===== src/rtl/kdch_pkg.sv =====
// Package for the key debounce / click / hold unit.
// Field widths, flag bit positions, register indexes and reset values.
// No dependencies; compiled first.
`default_nettype none

package kdch_pkg;

  // Keys carried by the item fields
  localparam int FIELD_KEYS   = 3;
  localparam int NUM_KEYS_DEF = 3;
  localparam int FLAG_W       = 6;
  localparam int CNT_W        = 8;
  localparam int CFG_IDX_W    = 2;
  localparam int CFG_DATA_W   = 8;

  // Sticky flag bit positions (bit 3 is unused and stays clear)
  localparam int FLAG_HOLD   = 0;
  localparam int FLAG_CLICK  = 1;
  localparam int FLAG_DOUBLE = 2;
  localparam int FLAG_RISE   = 4;
  localparam int FLAG_FALL   = 5;

  // Configuration register indexes
  localparam logic [CFG_IDX_W-1:0] CFG_PULL_DOWN = 2'd0;
  localparam logic [CFG_IDX_W-1:0] CFG_DEBOUNCE  = 2'd1;
  localparam logic [CFG_IDX_W-1:0] CFG_HOLD      = 2'd2;
  localparam logic [CFG_IDX_W-1:0] CFG_WAIT      = 2'd3;

  // Register reset values
  localparam logic [FIELD_KEYS-1:0] PULL_DOWN_RST = 3'd0;
  localparam logic [CNT_W-1:0]      DEBOUNCE_RST  = 8'd5;
  localparam logic [CNT_W-1:0]      HOLD_RST      = 8'd150;
  localparam logic [CNT_W-1:0]      WAIT_RST      = 8'd100;

  localparam logic [CNT_W-1:0]      CNT_MAX       = 8'd255;

endpackage : kdch_pkg

`default_nettype wire


===== src/rtl/kdch_if.sv =====
// Valid/ready channel interfaces for the key debounce / click / hold unit.
// Depends on kdch_pkg for the field widths.
`default_nettype none

interface kdch_in_if import kdch_pkg::*; ();
  logic                  valid;
  logic                  ready;
  logic [FIELD_KEYS-1:0] raw_levels;
  logic [FIELD_KEYS-1:0] clear_request;

  modport source (output valid, output raw_levels, output clear_request, input ready);
  modport sink   (input valid, input raw_levels, input clear_request, output ready);
endinterface : kdch_in_if

interface kdch_out_if import kdch_pkg::*; ();
  logic                  valid;
  logic                  ready;
  logic [FIELD_KEYS-1:0] stable_levels;
  logic [FLAG_W-1:0]     flags_key0;
  logic [FLAG_W-1:0]     flags_key1;
  logic [FLAG_W-1:0]     flags_key2;

  modport source (output valid, output stable_levels, output flags_key0,
                  output flags_key1, output flags_key2, input ready);
  modport sink   (input valid, input stable_levels, input flags_key0,
                  input flags_key1, input flags_key2, output ready);
endinterface : kdch_out_if

`default_nettype wire


===== src/rtl/key_debounce_click_hold_unit.sv =====
// Top level of the key debounce / click / hold unit: per-key state machines.
// Depends on kdch_pkg and the channel interfaces in kdch_if.sv.
//
//   channel  dir  handshake      payload
//   in_ch    in   valid/ready    raw_levels[2:0], clear_request[2:0]
//   out_ch   out  valid/ready    stable_levels[2:0], flags_key0..2[5:0]
//   cfg_*    in   cfg_we only    cfg_index[1:0], cfg_data[7:0]
//
// One transaction per cycle unless out_ch stalls; results are registered.
// The key state registers are the result register: they update only when a
// transaction is accepted, so a stalled result holds by itself.
// in_ch.ready is high while the result register is empty or being drained.
// Reset (synchronous, rst_n low) puts every key idle at the released level
// and loads the register reset values.
`default_nettype none

module key_debounce_click_hold_unit
  import kdch_pkg::*;
#(
  parameter int NUM_KEYS = NUM_KEYS_DEF
) (
  input  wire logic                  clk,
  input  wire logic                  rst_n,
  kdch_in_if.sink                    in_ch,
  kdch_out_if.source                 out_ch,
  input  wire logic                  cfg_we,
  input  wire logic [CFG_IDX_W-1:0]  cfg_index,
  input  wire logic [CFG_DATA_W-1:0] cfg_data
);

  localparam int PAD_W = (NUM_KEYS > FIELD_KEYS) ? NUM_KEYS : FIELD_KEYS;

  typedef enum logic [1:0] {
    PH_IDLE,
    PH_DEBOUNCE,
    PH_PRESSED,
    PH_CLICK
  } phase_t;

  // Configuration registers
  logic [FIELD_KEYS-1:0] pull_down_r;
  logic [CNT_W-1:0]      debounce_r;
  logic [CNT_W-1:0]      hold_r;
  logic [CNT_W-1:0]      wait_r;

  // Per-key state
  phase_t              phase_r   [NUM_KEYS];
  phase_t              phase_nxt [NUM_KEYS];
  logic [NUM_KEYS-1:0] stable_r;
  logic [NUM_KEYS-1:0] stable_nxt;
  logic [CNT_W-1:0]    press_r   [NUM_KEYS];
  logic [CNT_W-1:0]    press_nxt [NUM_KEYS];
  logic [CNT_W-1:0]    gap_r     [NUM_KEYS];
  logic [CNT_W-1:0]    gap_nxt   [NUM_KEYS];
  logic [FLAG_W-1:0]   flags_r   [NUM_KEYS];
  logic [FLAG_W-1:0]   flags_nxt [NUM_KEYS];

  logic                out_valid_r;
  logic                in_accept;

  // Keys beyond the field width read level 0, are never cleared, pull up
  logic [PAD_W-1:0]    raw_pad;
  logic [PAD_W-1:0]    clr_pad;
  logic [PAD_W-1:0]    pd_pad;
  logic [PAD_W-1:0]    pd_rst_pad;
  logic [PAD_W-1:0]    stable_pad;
  logic [FLAG_W-1:0]   flags_pad [PAD_W];

  assign raw_pad    = PAD_W'(in_ch.raw_levels);
  assign clr_pad    = PAD_W'(in_ch.clear_request);
  assign pd_pad     = PAD_W'(pull_down_r);
  assign pd_rst_pad = PAD_W'(PULL_DOWN_RST);

  // Take a new transaction while the result register is empty or draining
  assign in_ch.ready = !out_valid_r || out_ch.ready;
  assign in_accept   = in_ch.valid && in_ch.ready;

  // Next state of every key for the incoming transaction
  always_comb begin
    logic              raw;
    logic [FLAG_W-1:0] flg;
    logic [CNT_W-1:0]  gap;
    logic [CNT_W-1:0]  cnt;
    for (int k = 0; k < NUM_KEYS; k++) begin
      raw           = raw_pad[k];
      flg           = clr_pad[k] ? '0 : flags_r[k];
      gap           = (gap_r[k] < wait_r) ? CNT_W'(gap_r[k] + 1'b1) : gap_r[k];
      cnt           = press_r[k];
      phase_nxt[k]  = phase_r[k];
      stable_nxt[k] = stable_r[k];
      unique case (phase_r[k])
        PH_IDLE: begin
          if (stable_r[k] != raw) begin
            cnt          = '0;
            phase_nxt[k] = PH_DEBOUNCE;
          end
        end
        PH_DEBOUNCE: begin
          cnt = (stable_r[k] == raw) ? '0 : CNT_W'(press_r[k] + 1'b1);
          if (cnt >= debounce_r) begin
            if (raw) flg[FLAG_RISE] = 1'b1;
            else     flg[FLAG_FALL] = 1'b1;
            stable_nxt[k] = raw;
            phase_nxt[k]  = (raw == pd_pad[k]) ? PH_PRESSED : PH_CLICK;
            cnt           = '0;
          end
        end
        PH_PRESSED: begin
          if (raw != stable_r[k]) begin
            phase_nxt[k] = PH_DEBOUNCE;
            cnt          = '0;
          end
          if (cnt > hold_r) flg[FLAG_HOLD] = 1'b1;
          else if (cnt != CNT_MAX) cnt = CNT_W'(cnt + 1'b1);
        end
        PH_CLICK: begin
          flg[FLAG_CLICK] = 1'b1;
          if (gap < wait_r) flg[FLAG_DOUBLE] = 1'b1;
          gap          = '0;
          phase_nxt[k] = PH_IDLE;
        end
      endcase
      press_nxt[k] = cnt;
      gap_nxt[k]   = gap;
      flags_nxt[k] = flg;
    end
  end

  // Hold configuration, key state and result valid
  always_ff @(posedge clk) begin
    if (!rst_n) begin
      pull_down_r <= PULL_DOWN_RST;
      debounce_r  <= DEBOUNCE_RST;
      hold_r      <= HOLD_RST;
      wait_r      <= WAIT_RST;
      out_valid_r <= 1'b0;
      for (int k = 0; k < NUM_KEYS; k++) begin
        phase_r[k]  <= PH_IDLE;
        stable_r[k] <= ~pd_rst_pad[k];
        press_r[k]  <= '0;
        gap_r[k]    <= '0;
        flags_r[k]  <= '0;
      end
    end else begin
      if (cfg_we) begin
        unique case (cfg_index)
          CFG_PULL_DOWN: pull_down_r <= cfg_data[FIELD_KEYS-1:0];
          CFG_DEBOUNCE:  debounce_r  <= cfg_data;
          CFG_HOLD:      hold_r      <= cfg_data;
          CFG_WAIT:      wait_r      <= cfg_data;
        endcase
      end
      if (in_accept) begin
        out_valid_r <= 1'b1;
        stable_r    <= stable_nxt;
        for (int k = 0; k < NUM_KEYS; k++) begin
          phase_r[k] <= phase_nxt[k];
          press_r[k] <= press_nxt[k];
          gap_r[k]   <= gap_nxt[k];
          flags_r[k] <= flags_nxt[k];
        end
      end else if (out_ch.ready) begin
        out_valid_r <= 1'b0;
      end
    end
  end

  // Report only the keys the fields carry; absent keys read as zero
  always_comb begin
    stable_pad = '0;
    for (int k = 0; k < PAD_W; k++) begin
      flags_pad[k] = '0;
    end
    for (int k = 0; k < NUM_KEYS; k++) begin
      stable_pad[k] = stable_r[k];
      flags_pad[k]  = flags_r[k];
    end
  end

  assign out_ch.valid         = out_valid_r;
  assign out_ch.stable_levels = stable_pad[FIELD_KEYS-1:0];
  assign out_ch.flags_key0    = flags_pad[0];
  assign out_ch.flags_key1    = flags_pad[1];
  assign out_ch.flags_key2    = flags_pad[2];

  // Every accepted transaction leaves a result waiting
  a_result_follows: assert property (@(posedge clk) disable iff (!rst_n)
    in_accept |=> out_ch.valid)
    else $error("no result after an accepted transaction");

  // Debounced levels move only with an accepted transaction
  a_levels_hold: assert property (@(posedge clk) disable iff (!rst_n)
    !in_accept |=> $stable(stable_r))
    else $error("stable levels changed without a transaction");

  // Key 0's click check lasts a single transaction
  a_click_once: assert property (@(posedge clk) disable iff (!rst_n)
    (in_accept && phase_r[0] == PH_CLICK) |=> (phase_r[0] == PH_IDLE))
    else $error("key 0 stayed in click check");

  // The unused flag bit never sets on key 0
  a_flag_gap: assert property (@(posedge clk) disable iff (!rst_n)
    in_accept |=> (flags_r[0][3] == 1'b0))
    else $error("unused flag bit set on key 0");

endmodule : key_debounce_click_hold_unit

`default_nettype wire


===== src/flat_wrapper.sv =====
// flat-port wrapper written by rule: the top's interface ports become plain ports
module key_debounce_click_hold_unit_flat import kdch_pkg::*;
#(
  parameter int NUM_KEYS = NUM_KEYS_DEF
)
  (clk, rst_n, cfg_we, cfg_index, cfg_data, in_ch_valid, in_ch_raw_levels, in_ch_clear_request, in_ch_ready, out_ch_valid, out_ch_stable_levels, out_ch_flags_key0, out_ch_flags_key1, out_ch_flags_key2, out_ch_ready);
  kdch_in_if in_ch_i ();
  kdch_out_if out_ch_i ();
  input  wire logic clk;
  input  wire logic rst_n;
  input  wire logic cfg_we;
  input  wire logic [CFG_IDX_W-1:0] cfg_index;
  input  wire logic [CFG_DATA_W-1:0] cfg_data;
  input wire logic [$bits(in_ch_i.valid)-1:0] in_ch_valid;
  input wire logic [$bits(in_ch_i.raw_levels)-1:0] in_ch_raw_levels;
  input wire logic [$bits(in_ch_i.clear_request)-1:0] in_ch_clear_request;
  output wire logic [$bits(in_ch_i.ready)-1:0] in_ch_ready;
  output wire logic [$bits(out_ch_i.valid)-1:0] out_ch_valid;
  output wire logic [$bits(out_ch_i.stable_levels)-1:0] out_ch_stable_levels;
  output wire logic [$bits(out_ch_i.flags_key0)-1:0] out_ch_flags_key0;
  output wire logic [$bits(out_ch_i.flags_key1)-1:0] out_ch_flags_key1;
  output wire logic [$bits(out_ch_i.flags_key2)-1:0] out_ch_flags_key2;
  input wire logic [$bits(out_ch_i.ready)-1:0] out_ch_ready;
  assign in_ch_i.valid = in_ch_valid;
  assign in_ch_i.raw_levels = in_ch_raw_levels;
  assign in_ch_i.clear_request = in_ch_clear_request;
  assign in_ch_ready = in_ch_i.ready;
  assign out_ch_valid = out_ch_i.valid;
  assign out_ch_stable_levels = out_ch_i.stable_levels;
  assign out_ch_flags_key0 = out_ch_i.flags_key0;
  assign out_ch_flags_key1 = out_ch_i.flags_key1;
  assign out_ch_flags_key2 = out_ch_i.flags_key2;
  assign out_ch_i.ready = out_ch_ready;
  key_debounce_click_hold_unit #(.NUM_KEYS(NUM_KEYS)) u_core (.clk(clk), .rst_n(rst_n), .in_ch(in_ch_i), .out_ch(out_ch_i), .cfg_we(cfg_we), .cfg_index(cfg_index), .cfg_data(cfg_data));
endmodule

===== config.mk =====
export PLATFORM = sky130hd
export DESIGN_NAME = key_debounce_click_hold_unit_flat
export DESIGN_NICKNAME = d
export VERILOG_FILES = /design/src/rtl/kdch_pkg.sv /design/src/rtl/kdch_if.sv /design/src/rtl/key_debounce_click_hold_unit.sv /design/src/flat_wrapper.sv
export SDC_FILE = /design/constraint.sdc
export NUM_CORES = 1
export LEC_CHECK = 0
export BUFFER_PORTS_ARGS = -buffer_cell sky130_fd_sc_hd__buf_2
export CAP_MARGIN = 20
export CORE_MARGIN = 8
export CORE_UTILIZATION = 50
export DETAILED_ROUTE_END_ITERATION = 6
export PLACE_DENSITY = 0.67
export RECOVER_POWER = 50
export SETUP_SLACK_MARGIN = 0.2
export SYNTH_ARGS = -nofsm -noshare
export SYNTH_HDL_FRONTEND = slang
export SYNTH_SLANG_ARGS = --single-unit

===== constraint.sdc =====
create_clock -name clk -period 5.5 [get_ports clk]
set_input_delay 0.825 -clock clk [delete_from_list [all_inputs] [get_ports clk]]
set_output_delay 0.825 -clock clk [all_outputs]
set_load 0.01 [all_outputs]

# Word-level counts from Yosys, hierarchy flattened
# Memories as Yosys holds them, arrays and structs flattened.
# Cells that the tools add are included.
[totals] regBits=31 latchBits=0 mem_bits_rw=72 mem_bits_ro=0 inputBits=21 out_inout_bits=23 wordCells=177 memories=4
[classes] addsub=9 mul=0 div=0 magnitude_cmp=12 eq_ne=27 shifts=0 mux=90 bitwise=12 n_reduce_logical=15
[mem_list] name="u_core.gap_r" depth=3 width=8 read_ports=3 rd_ports_with_merged_regs=0 write_ports=3 line="key_debounce_click_hold_unit.sv:53" source="logic [CNT_W-1:0] gap_r [NUM_KEYS];"
[mem_list] name="u_core.press_r" depth=3 width=8 read_ports=3 rd_ports_with_merged_regs=0 write_ports=3 line="key_debounce_click_hold_unit.sv:51" source="logic [CNT_W-1:0] press_r [NUM_KEYS];"
[mem_list] name="u_core.flags_r" depth=3 width=6 read_ports=3 rd_ports_with_merged_regs=0 write_ports=3 line="key_debounce_click_hold_unit.sv:55" source="logic [FLAG_W-1:0] flags_r [NUM_KEYS];"
[mem_list] name="u_core.phase_r" depth=3 width=2 read_ports=3 rd_ports_with_merged_regs=0 write_ports=3 line="key_debounce_click_hold_unit.sv:47" source="phase_t phase_r [NUM_KEYS];"
[ops] op="two-way mux 8 bit" count=33
[ops] op="adder 8 x 1 -> 8 bit (second input constant)" count=9
[ops] op="case mux 8 bit (3 select lines)" count=3
[ops] op="less-than comparator 8 bit" count=6
[ops] op="two-way mux 2 bit" count=21
[ops] op="two-way mux 6 bit" count=6
[ops] op=">= comparator 8 bit" count=3
[ops] op="greater-than comparator 8 bit" count=3
[ops] op="two-way mux 1 bit" count=24
[ops] op="!= test 8 bit (second input constant)" count=3
[ops] op="case mux 2 bit (4 select lines)" count=3
[ops] op="equality test 2 bit (second input constant)" count=8
[ops] op="bitwise OR 1 bit" count=12
[ops] op="AND reduction 3 bit" count=3
[ops] op="equality test 2 x 1 -> 1 bit (second input constant)" count=4
[ops] op="zero test 2 bit" count=4
[ops] op="AND reduction 2 bit" count=4
[ops] op="equality test 1 bit" count=6
[ops] op="!= test 1 bit" count=6
[ops] op="nonzero test 2 bit" count=1
[ops] op="logical AND 1 bit" count=1
[ops] op="zero test 1 bit" count=1
[ops] op="logical OR 1 bit" count=1

# Logic depth before layout (Yosys ltp)
# Gate-level depths: netlist (run 1).
[depth] depth_word=8 depth_mapped=15 mapped_depth_nobuf=15

# Worst setup path before layout (run 1)
# OpenSTA, ideal clock, no wires.
[synth_path] path_type="in2reg" startpoint="in in_ch_raw_levels[0]" endpoint="mem u_core.press_r[0][3] (data pin)" setup_time_ps=258 arrival_time_ps=3399 t_required_ps=5242 slack_ps=1843 path_stages=12 path_buffers=3 path_cell_list="xnor2_1 clkbuf_1 clkbuf_1 and2_1 ha_1 and4b_1 a211oi_1 o22ai_1 nand2b_1 clkbuf_1 nor2b_1 o221a_2"
[synth_lines] item="from (decl)" line="flat_wrapper.sv:15" source="input wire logic [$bits(in_ch_i.raw_levels)-1:0] in_ch_raw_levels;"
[synth_lines] item="to (decl)" line="key_debounce_click_hold_unit.sv:51"

==> flow_metrics.env, run 1 <==
export IMPL_io_pins=44
export IMPL_vias_per_cell=5.78
export IMPL_leakage_nw=3.76
export IMPL_start_util=0.514
export IMPL_worstReg2RegStart="u_core.wait_r[5]$_SDFFE_PN1P_"
export IMPL_synth_seq_area_share=0.329
export IMPL_grt_pass1_wl_um=33400
export IMPL_crit_fanout=40
export IMPL_die_area_um2=20700
export IMPL_cp_required_ps=5690
export IMPL_synth_cell_types=64
export IMPL_multi_input_area_um2=5190
export IMPL_utilization=0.555
export IMPL_endpoint_kind="flip-flop"
export IMPL_syn_area_per_cell_um2=8.97
export IMPL_drt_iter0_markers=446
export IMPL_fp_row_count=46
export IMPL_netlist_area_um2=8190
export IMPL_hold_viol_final=0
export IMPL_synth_edf_count=69
export IMPL_avgRoutedWirePerCell_um=17.6
export IMPL_clk_latency_ps=360
export IMPL_hp_class="reg -> reg"
export IMPL_htree_levels=3
export IMPL_tns_ps=0
export IMPL_clock_skew_ps=11.7
export IMPL_outcome="finished, violations left"
export IMPL_grt_ovfl_total=0
export IMPL_nNetsFinal=1074
export IMPL_sw_frac_of_total=0.330
export IMPL_max_cap_violations=2
export IMPL_yosys_top_cells_count="111 x ha_1, 104 x nand2_1, 69 x edfxtp_1"
export IMPL_clkPwrFrac=0.307
export IMPL_gr_usage_all_layers=0.204
export IMPL_vias=6723
export IMPL_synthMuxAreaShare=0.0313
export IMPL_clockRootBuffer="clkbuf_16"
export IMPL_p_sw_w=0.000675
export IMPL_slew_violations=73
export IMPL_synth_xor_area_share=0.0492
export IMPL_cts_tree="built"
export IMPL_cts_setup_buffers=0
export IMPL_critical_path_startpoint="rst_n"
export IMPL_gp_congestion=0.928
export IMPL_critPathLaunchType="input port"
export IMPL_cts_sink_count=100
export IMPL_rsz0062_at_grt="no"
export IMPL_yosys_area_share_simple=0.222
export IMPL_wl_um=20500
export IMPL_io_buffers=40
export IMPL_synth_fa_ha_area_frac=0.170
export IMPL_internal_power_w=0.00137
export IMPL_path_class="in -> reg"
export IMPL_die_w_um=144
export IMPL_synth_most_common_cell="ha_1"
export IMPL_period_minus_slack_ps=3960
export IMPL_drive_gt1_frac=0.0602
export IMPL_nFillCells=1511
export IMPL_synth_compound_area_frac=0.159
export IMPL_synth_area_leader_cell="edfxtp_1"
export IMPL_ant_nets=0
export IMPL_failed_checks="capacitance limit, slew limit"
export IMPL_cts_max_path_buffers=2
export IMPL_syn_to_final_growth_pct=7.97
export IMPL_min_period_over_period=0.721
export IMPL_ys_warn_count=0
export IMPL_numCtsBuffers=9
export IMPL_reg2reg_slack_ps=1800
export IMPL_synth_top_family_by_area="simple AND/OR/NAND/NOR gates"
export IMPL_powerDensity_nw_per_um2=231
export IMPL_antenna_found_initial=0
export IMPL_synth_top_cell_area_share=0.253
export IMPL_arrival_ps=4150
export IMPL_seq_area_um2=2690
export IMPL_dp_hpwl_um=15800
export IMPL_seqPwrFrac=0.454
export IMPL_drc=0
export IMPL_post_cts_resized=0
export IMPL_core_area_um2=15900
export IMPL_relSlewSlack=-0.221
export IMPL_setup_viol=0
export IMPL_ys_ff_latch=100
export IMPL_path_clk_slew_ps=80
export IMPL_postCtsHoldBufs=0
export IMPL_max_clock_freq_mhz=252
export IMPL_reg2reg_depth=15
export IMPL_peakVddDrop_mv=0.141
export IMPL_synthFlopType="edfxtp_1"
export IMPL_endpoint="u_core.press_r[0][8]$_SDFFCE_PN0P_"
export IMPL_power_frac_comb=0.238
export IMPL_grt_pass1_vias=6490
export IMPL_worstMarginPinSlew_ps=1830
export IMPL_firstDrtPassIters=6
export IMPL_timing_rr_end="u_core.flags_r[0][14]$_SDFFCE_PN0P_"
export IMPL_netlist_top_cells_area="edfxtp_1 25%, ha_1 17%, dfxtp_1 7.6%"
export IMPL_grt_max_degree=41
export IMPL_synthArstFlopShare=0
export IMPL_synthCells=913
export IMPL_dieHeight_um=144
==> cells in the final DEF (no fill, tap or decap), types with 22 or more instances in the layout <==
cell type / count
nor2_1: 58
nand2_1: 104
xor2_1: 23
dfxtp_1: 31
xnor2_1: 22
a21oi_1: 40
inv_1: 53
ha_1: 111
nand3_1: 35
nor2b_1: 36
edfxtp_1: 69
clkbuf_1: 24
o21ai_0: 32
==> logic make-up after synthesis <==
family | Yosys count
other cells | 1
mux | 25
flops | 100
xor+xnor | 46
compound gates | 189
simple gates | 358
fa+ha+maj | 111
buf+inv | 83
==> power groups by stage <==
stage / combinational (W) / clock (W) / sequential (W)
floorplan: 0.000362 / 0 / 0.000925
global route: 0.000558 / 0.000675 / 0.000938
CTS: 0.000491 / 0.000643 / 0.000928
finish: 0.000488 / 0.000629 / 0.000930
detailed placement: 0.000488 / 0 / 0.000944
global placement: 0.000483 / 0 / 0.000944
==> worst max-delay path, cell delays in order <==
cell      delay [ps]
buf_2             70
clkbuf_1        1240
nand2_1          300
nor2_1           700
nand2_1          110
a21oi_1          530
nand2_1          150
o221ai_1         200
==> routing by layer <==
layer | global-route usage | wire length [µm] | up-vias
met2 | 0.315 | 8980 | 185
met1 | 0.288 | 9890 | 3129
met5 | 0 | 0 | -
met4 | 0.0564 | 365 | 0
met3 | 0.0333 | 1230 | 24
li1 | - | - | 3385
==> state kept, by name, indices dropped and copies added (netlist names) <==
register and count:
u_core.flags_r 15, u_core.debounce_r 8, u_core.out_ch.stable_levels 3, u_core.phase_r 6, u_core.wait_r 8, u_core.gap_r 24
u_core.out_ch.valid 1, u_core.hold_r 8, u_core.press_r 24, u_core.pd_pad 3
==> worst min path at each step <==
stage / startpoint / end / slack (ps) / cells after the start
6_report: u_core.hold_r[5]$_SDFFE_PN0P_ / u_core.hold_r[5]$_SDFFE_PN0P_ / 470 / 2
5_1_grt: u_core.wait_r[1]$_SDFFE_PN0P_ / u_core.wait_r[1]$_SDFFE_PN0P_ / 490 / 2
4_1_cts: u_core.hold_r[6]$_SDFFE_PN0P_ / u_core.hold_r[6]$_SDFFE_PN0P_ / 470 / 2
3_5_place_dp: u_core.hold_r[6]$_SDFFE_PN0P_ / u_core.hold_r[6]$_SDFFE_PN0P_ / 460 / 2
3_3_place_gp: u_core.wait_r[1]$_SDFFE_PN0P_ / u_core.wait_r[1]$_SDFFE_PN0P_ / 450 / 2
2_1_floorplan: u_core.wait_r[3]$_SDFFE_PN0P_ / u_core.wait_r[3]$_SDFFE_PN0P_ / 440 / 2
==> final cells by class <==
class,count,area share
clock inverters,7,0.00637
diodes,1,0.000283
well taps,216,0.0306
flip-flops and latches,100,0.304
repair buffers,46,0.0235
clock buffers,9,0.0255
inverters,53,0.0225
multi-input cells,732,0.587
==> per-stage QoR <==
step           hold WS (ps)  worst slack, ps  instances  area [µm²]  power (W)
2_1_floorplan           443             1840        915        8200    0.00129
3_3_place_gp            452             1590       1146        8590    0.00143
3_5_place_dp            458             1540       1146        8590    0.00143
4_1_cts                 469             1840       1162        8870    0.00206
5_1_grt                 489             1200       1163        8840    0.00217
6_report                469             1540       1164        8840    0.00205
Note: power is estimated with default switching activity, not from simulation.
==> run 2: changes to the inputs <==
--- a/config.mk
+++ b/config.mk
@@ -5,12 +5,13 @@
 export SDC_FILE = /design/constraint.sdc
 export NUM_CORES = 1
 export LEC_CHECK = 0
+export ABC_AREA = 1
 export BUFFER_PORTS_ARGS = -buffer_cell sky130_fd_sc_hd__buf_2
 export CAP_MARGIN = 20
 export CORE_MARGIN = 8
 export CORE_UTILIZATION = 50
 export DETAILED_ROUTE_END_ITERATION = 6
-export PLACE_DENSITY = 0.67
+export PLACE_DENSITY = 0.7
 export RECOVER_POWER = 50
 export SETUP_SLACK_MARGIN = 0.2
 export SYNTH_ARGS = -nofsm -noshare
==> constraint.sdc (replaced) <==
create_clock -name clk -period 3.21 [get_ports clk]
set_input_delay 0.4815 -clock clk [delete_from_list [all_inputs] [get_ports clk]]
set_output_delay 0.4815 -clock clk [all_outputs]
set_load 0.01 [all_outputs]
==> run 2 against run 1 <==
The flow finishes with violations (DRC); clock skew decreased by 4.6 ps; sequential power increased by 72%; synthesized area decreased by 1.9%; critical endpoint is now u_core.flags_r[0][2]$_SDFFCE_PN0P_; via count increased by 9.8%; clock power increased by 72%; cell area increased by 4.7%; largest power group unchanged; total power increased by 88%; count of clock-buffer cells in the layout unchanged; highest routed layer unchanged; sequential share of layout area decreased by 1.3 points; worst hold slack got worse by 87 ps; worst setup slack got worse by 1200 ps; critical path depth increased by 8.
==> flow_metrics.env, run 2 <==
export IMPL_grt_pass1_wl_um=33700
export IMPL_synth_area_leader_cell="edfxtp_1"
export IMPL_outcome="finished, violations left"
export IMPL_place_area_um2=8560
export IMPL_path_clk_slew_ps=70
export IMPL_synthFlopType="edfxtp_1"
export IMPL_peakVddDrop_mv=0.228
export IMPL_slew_violations=0
export IMPL_synth_most_common_cell="nand2_1"
export IMPL_powerDensity_nw_per_um2=416
export IMPL_dp_hpwl_um=16100
export IMPL_firstDrtPassIters=7
export IMPL_synth_edf_count=69
export IMPL_netlist_area_um2=8040
export IMPL_cp_num_cells=16
export IMPL_core_area_um2=15800
export IMPL_syn_to_final_growth_pct=15.2
export IMPL_final_cell_mix="179 x nand2_1, 172 x inv_1, 112 x a21oi_1, 107 x nor2_1, 106 x ha_1"
export IMPL_sw_frac_of_total=0.362
export IMPL_internal_power_w=0.00246
export IMPL_cts_tree="built"
export IMPL_worstMarginPinSlew_ps=1070
export IMPL_io_pins=44
export IMPL_wl_um=21400
export IMPL_min_period_over_period=0.910
export IMPL_start_util=0.510
export IMPL_synthCells=1060
export IMPL_drive_gt1_frac=0.128
export IMPL_max_clock_freq_mhz=342
export IMPL_ant_nets=0
export IMPL_antenna_diode_count=0
export IMPL_grt_ovfl_total=0
export IMPL_timing_rr_end="u_core.flags_r[0][2]$_SDFFCE_PN0P_"
export IMPL_dieHeight_um=143
export IMPL_gp_congestion=0.974
export IMPL_dp_worst_setup_slack_ps=85.2
export IMPL_fp_row_count=46
export IMPL_avgRoutedWirePerCell_um=15.7
export IMPL_cts_max_path_buffers=2
export IMPL_worstReg2RegStart="u_core.wait_r[7]$_SDFFE_PN0P_"
export IMPL_clk_latency_ps=360
export IMPL_relSlewSlack=0.290
export IMPL_clockRootBuffer="clkbuf_16"
export IMPL_leakage_nw=4.23
export IMPL_final_common_cell="nand2_1"
export IMPL_reg2reg_slack_ps=290
export IMPL_hp_class="in -> reg"
export IMPL_period_minus_slack_ps=2920
export IMPL_critPathLaunchType="flip-flop"
export IMPL_vias_per_cell=5.40
export IMPL_hold_viol_final=0
export IMPL_synth_top_cell_area_share=0.258
export IMPL_cp_required_ps=3430
export IMPL_max_stage_delay_ps=350
export IMPL_dp_cells=1319
export IMPL_clock_skew_ps=7.05
export IMPL_drt_iter0_markers=645
export IMPL_path_class="reg -> reg"
export IMPL_synthArstFlopShare=0
export IMPL_cp_slowest_cell="dfxtp_2"
export IMPL_tns_ps=0
export IMPL_numCtsBuffers=9
export IMPL_clkPwrFrac=0.281
export IMPL_setup_viol=0
export IMPL_critical_path_startpoint="u_core.wait_r[7]$_SDFFE_PN0P_"
export IMPL_endpoint="u_core.flags_r[0][2]$_SDFFCE_PN0P_"
export IMPL_vias=7381
export IMPL_syn_area_per_cell_um2=7.58
export IMPL_drc=1
export IMPL_nFillCells=1468
export IMPL_reg2reg_depth=16
export IMPL_ys_ff_latch=100
export IMPL_max_cap_violations=0
export IMPL_fin_ws_ps=288
export IMPL_htree_levels=3
export IMPL_crit_fanout=7
export IMPL_cts_sink_count=100
export IMPL_nNetsFinal=1279
export IMPL_gr_usage_all_layers=0.208
export IMPL_grt_pass1_vias=6687
export IMPL_path_delay_family="compound AO/OA/AOI/OAI gates"
export IMPL_arrival_ps=3140
export IMPL_crit_buf_inv=2
export IMPL_power_frac_comb=0.304
export IMPL_top_regs="u_core.gap_r x24, u_core.press_r x24, u_core.flags_r x15"
export IMPL_rsz0062_at_grt="yes"
export IMPL_netlist_top_cells_area="edfxtp_1 26%, ha_1 17%, nand2_1 8.5%"
export IMPL_failed_checks="DRC"
export IMPL_antenna_found_initial=0
export IMPL_path_cells="inv_4, ha_1, a21oi_2, o21a_1, nand2_4, nor2_4, nand3_4, nor3_4, xor2_1, inv_1, ha_1, nand2_1, o21ai_1, a211oi_2, nand2_1, a21oi_2"
export IMPL_endpoint_kind="flip-flop"
export IMPL_die_area_um2=20400
export IMPL_io_buffers=40
export IMPL_die_w_um=143
export IMPL_grt_max_degree=37
export IMPL_ys_warn_count=0
export IMPL_layout_cells_non_filler=1368
export IMPL_synth_seq_area_share=0.335
export IMPL_yosys_top_cells_count="183 x nand2_1, 178 x inv_1, 117 x a21oi_1"
export IMPL_seqPwrFrac=0.415
export IMPL_p_sw_w=0.00140
export IMPL_fin_area_um2=9260
export IMPL_synth_cell_types=48
[run 2: worst min-delay path by stage]
stage               slack, ps                         startpoint                                end  depth (start not counted)
detailed placement        510   u_core.out_ch.valid$_SDFFE_PN0P_   u_core.out_ch.valid$_SDFFE_PN0P_                          2
CTS                       370                        cfg_data[7]      u_core.hold_r[7]$_SDFFE_PN1P_                          3
floorplan                 480  u_core.debounce_r[0]$_SDFFE_PN1P_  u_core.debounce_r[0]$_SDFFE_PN1P_                          2
global placement          510   u_core.out_ch.valid$_SDFFE_PN0P_   u_core.out_ch.valid$_SDFFE_PN0P_                          2
finish                    380                        cfg_data[7]      u_core.hold_r[7]$_SDFFE_PN1P_                          3
global route              390                        cfg_data[7]      u_core.hold_r[7]$_SDFFE_PN1P_                          3
[run 2: kinds of logic (layout without fill, tap and decap cells)]
kind of cell    after synthesis  count (layout)  share of synthesized area
simple gates                405             405                      0.218
fa+ha+maj                   111             111                      0.173
xor+xnor                     25              25                     0.0273
buf+inv                     203             293                     0.0973
other cells                   1               3                   0.000467
compound gates              215             215                      0.149
flops                       100             100                      0.335
[run 2: area by class of cell]
| cell class | count | area, µm² | area share |
|---|---|---|---|
| timing repair buffer | 90 | 532 | 0.0574 |
| inverter | 187 | 716 | 0.0773 |
| multi-input combinational | 759 | 4770 | 0.515 |
| sequential | 100 | 2690 | 0.291 |
| tap | 216 | 270 | 0.0292 |
| clock buffer | 9 | 225 | 0.0243 |
| clock inverter | 7 | 50.0 | 0.00541 |
[run 2: power groups by stage]
stage	Clock (W)	Combinational, W	Sequential, W
floorplan	0	0.000747	0.00161
global placement	0	0.00103	0.00163
detailed placement	0	0.00106	0.00163
CTS	0.00108	0.00107	0.00160
global route	0.00112	0.00133	0.00161
finish	0.00108	0.00117	0.00160
[run 2: per-stage QoR]
step / util / power (W) / hold slack (ps)
after global placement: 0.543 / 0.00266 / 506
after global routing: 0.587 / 0.00406 / 392
after floorplan: - / 0.00236 / 485
final: 0.587 / 0.00385 / 382
after detailed placement: 0.543 / 0.00269 / 509
after CTS: 0.562 / 0.00375 / 375
[run 2: layer usage]
metal | vias to the layer above | global-route usage | wire, µm
li1 | 3743 | - | -
met1 | 3420 | 0.290 | 10200
met2 | 189 | 0.316 | 9470
met3 | 29 | 0.0361 | 1350
met4 | 0 | 0.0716 | 437
met5 | - | 0 | 0
[run 2: tightest hold or removal path, delay by kind of cell]
kind,cells,cell delay [ps]
compound gates,1,60
buf+inv,1,110
simple gates,1,50
[run 2: what timing repair did]
action | CTS | global route
buffers inserted | 2 | 31
hold buffers | 0 | 0
pin swaps | 0 | 23
resized for setup | 9 | 44
cloned | 0 | 0
setup endpoints to repair | 2 | 24
